===== config.mk =====
export PLATFORM = sky130hd
export DESIGN_NAME = frame_window_prefetch_manager
export DESIGN_NICKNAME = d
export VERILOG_FILES = /design/src/hw/rtl/fwpm_pkg.sv /design/src/hw/rtl/fwpm_state_mem.sv /design/src/hw/rtl/fwpm_ctrl.sv /design/src/hw/rtl/frame_window_prefetch_manager.sv
export SDC_FILE = /design/constraint.sdc
export NUM_CORES = 1
export LEC_CHECK = 0
export BUFFER_PORTS_ARGS = -buffer_cell sky130_fd_sc_hd__buf_2
export CAP_MARGIN = 5
export CORE_UTILIZATION = 30
export DETAILED_ROUTE_END_ITERATION = 10
export SLEW_MARGIN = 20
export SYNTH_ARGS = -nofsm -noshare
export SYNTH_HDL_FRONTEND = slang
export SYNTH_HIERARCHICAL = 1
export SYNTH_SLANG_ARGS = --single-unit

===== constraint.sdc =====
create_clock -name clk -period 14.1 [get_ports clk]
set_clock_uncertainty 0.1 [all_clocks]
set_input_delay 4.23 -clock clk [delete_from_list [all_inputs] [get_ports clk]]
set_output_delay 4.23 -clock clk [all_outputs]
set_load 0.03 [all_outputs]

===== src/hw/rtl/fwpm_pkg.sv =====
package fwpm_pkg;

  // Field widths fixed by the interface.
  localparam int FRAME_W   = 6;   // frame index
  localparam int CNT_W     = 7;   // frame count and window size
  localparam int MASK_W    = 64;  // eviction mask, one bit per frame index
  localparam int OP_W      = 2;
  localparam int CFG_IDX_W = 1;

  localparam int MAX_FRAMES_DEF = 64;

  localparam logic [CNT_W-1:0] FRAME_COUNT_RESET = 7'd0;
  localparam logic [CNT_W-1:0] WINDOW_SIZE_RESET = 7'd20;

  typedef enum logic [1:0] {
    ST_UNLOADED = 2'd0,
    ST_READING  = 2'd1,
    ST_LOADED   = 2'd2,
    ST_BAD      = 2'd3
  } fstate_t;

  typedef enum logic [OP_W-1:0] {
    OP_TICK      = 2'd0,
    OP_SEEK      = 2'd1,
    OP_ADVANCE   = 2'd2,
    OP_LOAD_DONE = 2'd3
  } op_t;

  typedef enum logic [CFG_IDX_W-1:0] {
    REG_FRAME_COUNT = 1'b0,
    REG_WINDOW_SIZE = 1'b1
  } reg_idx_t;

  // Request from the sequencer to the residency table.
  typedef struct packed {
    logic               rd_en;
    logic [FRAME_W-1:0] rd_addr;
    logic               wr_en;
    logic [FRAME_W-1:0] wr_addr;
    fstate_t            wr_data;
  } mem_req_t;

endpackage


===== src/hw/rtl/fwpm_state_mem.sv =====
module fwpm_state_mem #(
  parameter int DEPTH = fwpm_pkg::MAX_FRAMES_DEF
) (
  input  logic               clk,
  input  logic               rst_n,
  input  fwpm_pkg::mem_req_t req,
  output fwpm_pkg::fstate_t  rd_state
);
  import fwpm_pkg::*;

  localparam int IDX_W = (DEPTH > 1) ? $clog2(DEPTH) : 1;

  fstate_t              mem [DEPTH];
  logic [DEPTH-1:0]     valid_r;
  fstate_t              rd_q_r;
  logic                 rd_v_r;

  logic [IDX_W-1:0] wa;
  logic [IDX_W-1:0] ra;

  assign wa = req.wr_addr[IDX_W-1:0];
  assign ra = req.rd_addr[IDX_W-1:0];

  always_ff @(posedge clk) begin
    if (req.wr_en) begin
      mem[wa] <= req.wr_data;
    end
    if (req.rd_en) begin
      rd_q_r <= mem[ra];
    end
  end

  // An entry that was never written reads as unloaded.
  always_ff @(posedge clk) begin
    if (!rst_n) begin
      valid_r <= '0;
      rd_v_r  <= 1'b0;
    end else begin
      if (req.wr_en) begin
        valid_r[wa] <= 1'b1;
      end
      if (req.rd_en) begin
        rd_v_r <= valid_r[ra];
      end
    end
  end

  assign rd_state = rd_v_r ? rd_q_r : ST_UNLOADED;

endmodule


===== src/hw/rtl/fwpm_ctrl.sv =====
module fwpm_ctrl (
  input  logic                           clk,
  input  logic                           rst_n,
  input  logic                           start,
  output logic                           busy,
  input  logic [fwpm_pkg::OP_W-1:0]      in_op,
  input  logic [fwpm_pkg::FRAME_W-1:0]   in_frame,
  input  logic                           in_loop_on_end,
  input  logic                           in_load_ok,
  input  logic [fwpm_pkg::CNT_W-1:0]     fc,
  input  logic [fwpm_pkg::CNT_W-1:0]     ws,
  output fwpm_pkg::mem_req_t             mreq,
  input  fwpm_pkg::fstate_t              mstate,
  output logic                           out_valid,
  output logic [fwpm_pkg::MASK_W-1:0]    out_evict_mask,
  output logic                           out_load_request,
  output logic [fwpm_pkg::FRAME_W-1:0]   out_load_frame,
  output logic [fwpm_pkg::FRAME_W-1:0]   out_position,
  output logic                           out_target_bad
);
  import fwpm_pkg::*;

  typedef enum logic [7:0] {
    S_IDLE   = 8'b0000_0001,
    S_MV_RD  = 8'b0000_0010,
    S_MV_EV  = 8'b0000_0100,
    S_EVICT  = 8'b0000_1000,
    S_REDUCE = 8'b0001_0000,
    S_FWD    = 8'b0010_0000,
    S_BWD    = 8'b0100_0000,
    S_DONE   = 8'b1000_0000
  } seq_t;

  seq_t               state_r, state_nxt;
  logic [FRAME_W-1:0] cur_r, cur_nxt;
  logic [FRAME_W-1:0] wst_r, wst_nxt;
  logic               ok_r, ok_nxt;
  logic [CNT_W-1:0]   a_r, a_nxt;
  logic [FRAME_W-1:0] g_r, g_nxt;
  logic [7:0]         ff_r, ff_nxt;
  logic [FRAME_W-1:0] bf_r, bf_nxt;
  logic               pend_v_r, pend_v_nxt;
  logic [FRAME_W-1:0] pend_a_r, pend_a_nxt;
  logic [MASK_W-1:0]  mask_r, mask_nxt;
  logic               req_r, req_nxt;
  logic [FRAME_W-1:0] lf_r, lf_nxt;
  logic               bad_r, bad_nxt;

  op_t                op;
  logic               mv_go;
  logic               mv_valid;
  logic [FRAME_W-1:0] mv_tgt;
  logic [7:0]         win_end;
  logic [7:0]         wrap_pos;
  logic               ev_lo;
  logic               ev_hi;
  logic [FRAME_W-1:0] half_ws;
  logic [FRAME_W-1:0] bf_m1;
  fstate_t            new_st;

  assign op       = op_t'(in_op);
  assign win_end  = 8'(wst_r) + 8'(ws);
  assign half_ws  = ws[CNT_W-1:1];
  assign bf_m1    = bf_r - FRAME_W'(1);
  assign new_st   = (mstate == ST_UNLOADED) ? (ok_r ? ST_LOADED : ST_BAD) : mstate;

  // Frames below the window start stay only when they fall in the part of the
  // window that wraps past the last frame.
  assign wrap_pos = 8'(pend_a_r) + 8'(fc);
  assign ev_lo    = (8'(pend_a_r) < 8'(wst_r)) &&
                    !((wrap_pos >= 8'(wst_r)) && (wrap_pos < win_end));
  assign ev_hi    = 8'(pend_a_r) >= win_end;

  // Target of a seek or advance.
  always_comb begin
    mv_valid = 1'b0;
    mv_tgt   = in_frame;
    if (op == OP_SEEK) begin
      mv_valid = 1'b1;
    end else if (fc != '0) begin
      if (CNT_W'(cur_r) >= fc - CNT_W'(1)) begin
        mv_valid = in_loop_on_end;
        mv_tgt   = '0;
      end else begin
        mv_valid = 1'b1;
        mv_tgt   = cur_r + FRAME_W'(1);
      end
    end
    mv_go = mv_valid && (mv_tgt != cur_r) && (CNT_W'(mv_tgt) < fc);
  end

  always_comb begin
    state_nxt  = state_r;
    cur_nxt    = cur_r;
    wst_nxt    = wst_r;
    ok_nxt     = ok_r;
    a_nxt      = a_r;
    g_nxt      = g_r;
    ff_nxt     = ff_r;
    bf_nxt     = bf_r;
    pend_v_nxt = pend_v_r;
    pend_a_nxt = pend_a_r;
    mask_nxt   = mask_r;
    req_nxt    = req_r;
    lf_nxt     = lf_r;
    bad_nxt    = bad_r;
    mreq       = '0;

    case (state_r)
      S_IDLE: begin
        if (start) begin
          mask_nxt   = '0;
          req_nxt    = 1'b0;
          lf_nxt     = '0;
          bad_nxt    = 1'b0;
          pend_v_nxt = 1'b0;
          state_nxt  = S_DONE;
          case (op)
            OP_TICK: begin
              g_nxt = cur_r;
              a_nxt = '0;
              if (fc > CNT_W'(1)) begin
                state_nxt = (ws < fc) ? S_EVICT : S_REDUCE;
              end
            end
            OP_SEEK, OP_ADVANCE: begin
              if (mv_go) begin
                cur_nxt = mv_tgt;
                ok_nxt  = in_load_ok;
                if (fc > CNT_W'(1)) begin
                  state_nxt = S_MV_RD;
                end
              end
            end
            OP_LOAD_DONE: begin
              if (CNT_W'(in_frame) < fc) begin
                mreq.wr_en   = 1'b1;
                mreq.wr_addr = in_frame;
                mreq.wr_data = in_load_ok ? ST_LOADED : ST_BAD;
              end
            end
            default: state_nxt = S_DONE;
          endcase
        end
      end

      S_MV_RD: begin
        mreq.rd_en   = 1'b1;
        mreq.rd_addr = cur_r;
        state_nxt    = S_MV_EV;
      end

      S_MV_EV: begin
        if (mstate == ST_UNLOADED) begin
          mreq.wr_en   = 1'b1;
          mreq.wr_addr = cur_r;
          mreq.wr_data = new_st;
        end
        if (new_st == ST_BAD) begin
          bad_nxt = 1'b1;
        end else begin
          wst_nxt = (cur_r >= half_ws) ? cur_r - half_ws : '0;
        end
        state_nxt = S_DONE;
      end

      // One entry read per cycle; the entry read in the previous cycle is
      // judged and written back while the next one is read.
      S_EVICT: begin
        if (pend_v_r && (mstate == ST_LOADED) && (ev_lo || ev_hi)) begin
          mreq.wr_en   = 1'b1;
          mreq.wr_addr = pend_a_r;
          mreq.wr_data = ST_UNLOADED;
          mask_nxt     = mask_r | (MASK_W'(1) << pend_a_r);
        end
        if (a_r < fc) begin
          mreq.rd_en   = 1'b1;
          mreq.rd_addr = a_r[FRAME_W-1:0];
          pend_v_nxt   = 1'b1;
          pend_a_nxt   = a_r[FRAME_W-1:0];
          a_nxt        = a_r + CNT_W'(1);
        end else begin
          pend_v_nxt = 1'b0;
          if (!pend_v_r) begin
            state_nxt = S_REDUCE;
          end
        end
      end

      // Bring the forward scan start into the frame range.
      S_REDUCE: begin
        if (CNT_W'(g_r) >= fc) begin
          g_nxt = g_r - fc[FRAME_W-1:0];
        end else begin
          ff_nxt    = 8'(cur_r);
          state_nxt = S_FWD;
        end
      end

      S_FWD, S_BWD: begin
        if (pend_v_r && (mstate != ST_LOADED)) begin
          pend_v_nxt = 1'b0;
          state_nxt  = S_DONE;
          if (mstate == ST_UNLOADED) begin
            mreq.wr_en   = 1'b1;
            mreq.wr_addr = pend_a_r;
            mreq.wr_data = ST_READING;
            req_nxt      = 1'b1;
            lf_nxt       = pend_a_r;
          end
        end else if (state_r == S_FWD) begin
          if (ff_r < win_end) begin
            mreq.rd_en   = 1'b1;
            mreq.rd_addr = g_r;
            pend_v_nxt   = 1'b1;
            pend_a_nxt   = g_r;
            ff_nxt       = ff_r + 8'd1;
            g_nxt        = (CNT_W'(g_r) + CNT_W'(1) == fc) ? '0 : g_r + FRAME_W'(1);
          end else begin
            pend_v_nxt = 1'b0;
            if (!pend_v_r) begin
              bf_nxt    = cur_r;
              state_nxt = S_BWD;
            end
          end
        end else begin
          pend_v_nxt = 1'b0;
          if (bf_r > wst_r) begin
            bf_nxt = bf_m1;
            if (CNT_W'(bf_m1) < fc) begin
              mreq.rd_en   = 1'b1;
              mreq.rd_addr = bf_m1;
              pend_v_nxt   = 1'b1;
              pend_a_nxt   = bf_m1;
            end
          end else if (!pend_v_r) begin
            state_nxt = S_DONE;
          end
        end
      end

      S_DONE:  state_nxt = S_IDLE;
      default: state_nxt = S_IDLE;
    endcase
  end

  always_ff @(posedge clk) begin
    if (!rst_n) begin
      state_r  <= S_IDLE;
      cur_r    <= '0;
      wst_r    <= '0;
      pend_v_r <= 1'b0;
    end else begin
      state_r  <= state_nxt;
      cur_r    <= cur_nxt;
      wst_r    <= wst_nxt;
      pend_v_r <= pend_v_nxt;
    end
  end

  always_ff @(posedge clk) begin
    ok_r     <= ok_nxt;
    a_r      <= a_nxt;
    g_r      <= g_nxt;
    ff_r     <= ff_nxt;
    bf_r     <= bf_nxt;
    pend_a_r <= pend_a_nxt;
    mask_r   <= mask_nxt;
    req_r    <= req_nxt;
    lf_r     <= lf_nxt;
    bad_r    <= bad_nxt;
  end

  assign busy             = (state_r != S_IDLE);
  assign out_valid        = (state_r == S_DONE);
  assign out_evict_mask   = mask_r;
  assign out_load_request = req_r;
  assign out_load_frame   = lf_r;
  assign out_position     = cur_r;
  assign out_target_bad   = bad_r;

endmodule


===== src/hw/rtl/frame_window_prefetch_manager.sv =====
// Channel   | Ports                                          | Handshake
// ----------+------------------------------------------------+---------------------------------
// input     | in_op, in_frame, in_loop_on_end, in_load_ok    | taken when start=1 and busy=0
// result    | out_evict_mask, out_load_request,              | out_valid high for one cycle,
//           | out_load_frame, out_position, out_target_bad   | taken at the end of that cycle
// config    | cfg_index, cfg_wdata                           | written when cfg_valid=cfg_ready=1
//
// One item is in flight at a time; busy is high from the cycle after start until the
// result strobe has gone. A load-done item goes straight to the result, as does a seek or
// advance that does not move or that has at most one frame; any other move reads the table
// entry of the new frame, then settles an unloaded entry as loaded or bad and moves the
// window unless the frame is bad. A tick with at most one frame goes straight to the result;
// otherwise it runs an eviction pass (when the window is smaller than the frame count),
// subtracts the frame count until the current frame is in range, and runs the forward and
// backward prefetch scans, paced by the single read port of the table, one entry a cycle.
// Reset (rst_n low, synchronous) marks every table entry unloaded through per-entry valid
// bits and takes effect at once. The receiver cannot stall the result channel.
module frame_window_prefetch_manager #(
  parameter int MAX_FRAMES = fwpm_pkg::MAX_FRAMES_DEF
) (
  input  logic                              clk,
  input  logic                              rst_n,
  input  logic                              start,
  output logic                              busy,
  input  logic [fwpm_pkg::OP_W-1:0]         in_op,
  input  logic [fwpm_pkg::FRAME_W-1:0]      in_frame,
  input  logic                              in_loop_on_end,
  input  logic                              in_load_ok,
  output logic                              out_valid,
  output logic [fwpm_pkg::MASK_W-1:0]       out_evict_mask,
  output logic                              out_load_request,
  output logic [fwpm_pkg::FRAME_W-1:0]      out_load_frame,
  output logic [fwpm_pkg::FRAME_W-1:0]      out_position,
  output logic                              out_target_bad,
  input  logic                              cfg_valid,
  output logic                              cfg_ready,
  input  logic [fwpm_pkg::CFG_IDX_W-1:0]    cfg_index,
  input  logic [fwpm_pkg::CNT_W-1:0]        cfg_wdata
);
  import fwpm_pkg::*;

  logic [CNT_W-1:0] frame_count_r;
  logic [CNT_W-1:0] window_size_r;
  logic [CNT_W-1:0] fc_eff;
  mem_req_t         mreq;
  fstate_t          mstate;

  // The configuration registers are to be written only while the block is idle (the block
  // itself does not enforce this), so the write channel never needs to push back.
  assign cfg_ready = 1'b1;

  always_ff @(posedge clk) begin
    if (!rst_n) begin
      frame_count_r <= FRAME_COUNT_RESET;
      window_size_r <= WINDOW_SIZE_RESET;
    end else if (cfg_valid && cfg_ready) begin
      case (reg_idx_t'(cfg_index))
        REG_FRAME_COUNT: frame_count_r <= cfg_wdata;
        REG_WINDOW_SIZE: window_size_r <= cfg_wdata;
        default: ;
      endcase
    end
  end

  // A frame count above the table depth behaves as the table depth.
  assign fc_eff = (frame_count_r > CNT_W'(MAX_FRAMES)) ? CNT_W'(MAX_FRAMES) : frame_count_r;

  fwpm_ctrl u_ctrl (
    .clk              (clk),
    .rst_n            (rst_n),
    .start            (start),
    .busy             (busy),
    .in_op            (in_op),
    .in_frame         (in_frame),
    .in_loop_on_end   (in_loop_on_end),
    .in_load_ok       (in_load_ok),
    .fc               (fc_eff),
    .ws               (window_size_r),
    .mreq             (mreq),
    .mstate           (mstate),
    .out_valid        (out_valid),
    .out_evict_mask   (out_evict_mask),
    .out_load_request (out_load_request),
    .out_load_frame   (out_load_frame),
    .out_position     (out_position),
    .out_target_bad   (out_target_bad)
  );

  // Residency table: one state per frame, read through a registered output.
  fwpm_state_mem #(
    .DEPTH (MAX_FRAMES)
  ) u_mem (
    .clk      (clk),
    .rst_n    (rst_n),
    .req      (mreq),
    .rd_state (mstate)
  );

endmodule


==> impl_metrics.env <==
export IMPL_synth_area_um2=17800
export IMPL_ys_flop_type="edfxtp_1"
export IMPL_n_antenna_cell=0
export IMPL_layout_drive_gt1_share=0.1668
export IMPL_drcViolationCount=0
export IMPL_drtAntennaViolNets=0
export IMPL_ctsHoldBuffers=0
export IMPL_holdPathEnd="frame_count_r[1]"
export IMPL_post_drt_wl_per_cell_um=20.79
export IMPL_path_class="in2reg"
export IMPL_io_pins=103
export IMPL_clk_pin_slew_ps=60
export IMPL_swShare=0.3269
export IMPL_r2r_cells=20
export IMPL_synth_seq_cells=336
export IMPL_p_leak_nw=7.416
export IMPL_htreeDepth=2
export IMPL_ff2ff_setup_slack_ps=7680
export IMPL_pwr_share_clk=0.354
export IMPL_die_area_um2=60310
export IMPL_crit_required_ps=14230
export IMPL_ys_types=99
export IMPL_grt_usage=0.1645
export IMPL_antenna_found_initial=0
export IMPL_yosys_warnings=6
export IMPL_max_cap_violations=0
export IMPL_power_switching_mw=0.9865
export IMPL_r2r_start="window_size_r[1]"
export IMPL_pwr_share_comb=0.225
export IMPL_tightest_slew_ps=1131
export IMPL_area_growth_pct=14.63
export IMPL_layout_min_cycle_time_ps=7077
export IMPL_row_count=88
export IMPL_overflow=0
export IMPL_cts_tree="built"
export IMPL_place_area_um2=19050
export IMPL_numClockSinks=336
export IMPL_powerDensity_nw_per_um2=147.9
export IMPL_synth_edff_count=236
export IMPL_hold_path_depth=2
export IMPL_place_congestion=0.8661
export IMPL_setup_tns_ps=0
export IMPL_dp_hpwl_mm=34.51
export IMPL_die_x_um=245.6
export IMPL_setup_viol=0
export IMPL_die_y_um=245.6
export IMPL_syn_num_nets=1663
export IMPL_drt_initial_drc_count=1030
export IMPL_seqPwrFrac=0.421
export IMPL_clock_path_buffers=3
export IMPL_wl_mm=50.19
export IMPL_drt_pass1_iterations=9
export IMPL_p_int_mw=2.032
export IMPL_hold_class="reg2reg"
export IMPL_core_area_um2=58140
export IMPL_hold_viol=0
export IMPL_cts_resized=0
export IMPL_clk_latency_ps=570
export IMPL_ir_drop_v=0.00007828
export IMPL_final_nets=1748
export IMPL_clock_fmax_mhz=141.3
export IMPL_grt_pass1_vias=12451
export IMPL_final_design_area_no_fill_um2=20400
export IMPL_viasPerCell=5.317
export IMPL_grt_max_degree=75
export IMPL_maxSlewHeadroom=0.2409
export IMPL_cts_made_buffers=40
export IMPL_rsz0062_at_grt="no"
export IMPL_async_reset_ff_frac=0
export IMPL_timing_final_crit_share=0.5019
export IMPL_start_util=0.3062
export IMPL_r2r_end="u_mem/rd_v_r"
export IMPL_p_total_mw=3.018
export IMPL_path_max_fanout=9
export IMPL_end_kind="register"
export IMPL_vias=12836
export IMPL_cp_start_kind="input pin"
export IMPL_yosysSeqAreaShare=0.5106
export IMPL_hold_path_startpoint="frame_count_r[1]"
export IMPL_clockRootBuffer="clkbuf_16"
export IMPL_grt_pass1_wl_mm=76.27
export IMPL_io_buffers=101
export IMPL_status="completed"
export IMPL_syn_inst=1532
export IMPL_slew_viol_final=0
export IMPL_critical_path_arrival_ps=7200
export IMPL_synth_area_per_cell_um2=11.62
export IMPL_cts_setup_buffers=0
## layout by cell type (no fill, tap or decap), types with 6 or more instances in the layout
| cell type | n |
|---|---|
| nand2_1 | 88 |
| a21o_1 | 23 |
| o21ai_1 | 11 |
| nand2b_1 | 19 |
| ha_1 | 105 |
| nor2b_1 | 18 |
| dfxtp_1 | 100 |
| buf_2 | 100 |
| nor3_1 | 17 |
| clkinv_2 | 7 |
| and2_1 | 16 |
| clkbuf_16 | 40 |
| nor2_1 | 200 |
| buf_4 | 21 |
| mux4_1 | 10 |
| nand3_1 | 32 |
| a22oi_1 | 9 |
| mux2i_1 | 27 |
| nand4_1 | 9 |
| o21a_1 | 76 |
| xor2_1 | 16 |
| a222oi_1 | 7 |
| a22o_1 | 9 |
| a211oi_1 | 9 |
| inv_1 | 49 |
| xnor2_1 | 35 |
| a221o_1 | 8 |
| a21oi_1 | 117 |
| and3_1 | 9 |
| mux4_2 | 42 |
| o21ai_0 | 28 |
| o221ai_1 | 8 |
| edfxtp_1 | 236 |
| mux2_2 | 6 |
## layer usage
metal  vias up  global-route usage  wire length (um)  part of all wire
met5         -                   0                 0                 0
met4         0             0.06595              1531             0.031
met3        87             0.02674              3088             0.062
met2       466              0.2706             24250              0.48
met1      6389              0.2145             21320              0.42
li1       5894                   -                 -                 -
## cell type report
type,count,area (um^2)
sequential,336,9089
clock inverter,29,329.1
timing repair buffer,121,658.1
inverter,52,197.7
tap,765,957.2
multi-input combinational,1066,8144
fill,5751,37730
clock buffer,45,1030
## logic make-up (layout without fill, tap and decap cells)
group                    count (synthesis)  in the layout  share of synthesized area
AO/OA/AOI/OAI                          363            363                     0.1403
buffers and inverters                  130            247                    0.03416
flip-flops                             336            336                     0.5106
multiplexers                            85             85                    0.08688
adder cells (fa/ha/maj)                110            110                    0.07886
XOR/XNOR                                52             52                    0.02601
AND/OR/NAND/NOR                        455            455                     0.1230
other                                    1              1                  0.0002107
## stage by stage
step | cells | utilization | setup WS [ps] | hold slack, ps
3_5_place_dp | 2340 | 0.3276 | 6489 | 345.9
6_report | 2414 | 0.3510 | 7023 | 355.3
4_1_cts | 2414 | 0.3510 | 7107 | 357.6
5_1_grt | 2414 | 0.3510 | 6767 | 374.1
2_1_floorplan | 1532 | - | 6918 | 330.2
3_3_place_gp | 2340 | 0.3276 | 6469 | 338.5
## critical path, cell delays in order
cell and delay (ps):
buf_2 120, ha_1 260, o21ai_0 70, a21boi_0 180
o21ai_0 100, a21oi_1 130, o21ai_0 80, and4_1 330
a221o_1 490, nor2b_1 340, or3b_2 540, nor3_1 320
## state kept, by name, summed over array words and instances, names as in the netlist, 2 cells and up
name / flops
u_ctrl/a_r: 7
u_ctrl/g_r: 6
u_ctrl/out_evict_mask: 64
u_ctrl/out_position: 6
u_ctrl/state_r: 8
u_ctrl/bf_r: 6
window_size_r: 7
u_mem/rd_q_r: 2
u_mem/mem: 128
u_ctrl/pend_a_r: 6
frame_count_r: 7
u_ctrl/wst_r: 6
u_mem/valid_r: 64
u_ctrl/ff_r: 8
u_ctrl/out_load_frame: 6
## power groups by stage
stage,Clock [mW],Combinational (mW),Sequential (mW)
floorplan,0,0.356,1.38
global placement,0,0.661,1.28
detailed placement,0,0.671,1.29
CTS,1.10,0.675,1.27
global route,1.13,0.728,1.28
finish,1.07,0.679,1.27
## Yosys cell counts, drive strengths merged, types with 36 or more instances
cell / count / area [um^2]
nand2: 89 / 336.6
a21oi: 119 / 603.1
dfxtp: 100 / 2002
edfxtp: 236 / 7087
mux4: 52 / 1209
inv: 51 / 193.9
nor2: 201 / 757.0
o21ai: 44 / 224.0
ha: 105 / 1314
o21a: 76 / 570.6
xnor2: 36 / 322.8
buf: 42 / 262.8
## worst max path at each step
stage / end / slack, ps / startpoint / cells past startpoint
2_1_floorplan: u_mem/mem[32][0] / 6920 / in_frame[1] / 12
3_3_place_gp: u_mem/mem[32][0] / 6470 / in_frame[1] / 12
3_5_place_dp: u_mem/mem[32][0] / 6490 / in_frame[1] / 12
4_1_cts: u_mem/mem[32][0] / 7110 / in_frame[1] / 12
5_1_grt: u_mem/mem[32][1] / 6770 / in_frame[1] / 12
6_report: u_mem/mem[32][0] / 7020 / in_frame[1] / 12
No activity file was read; power rests on OpenSTA's default activity.
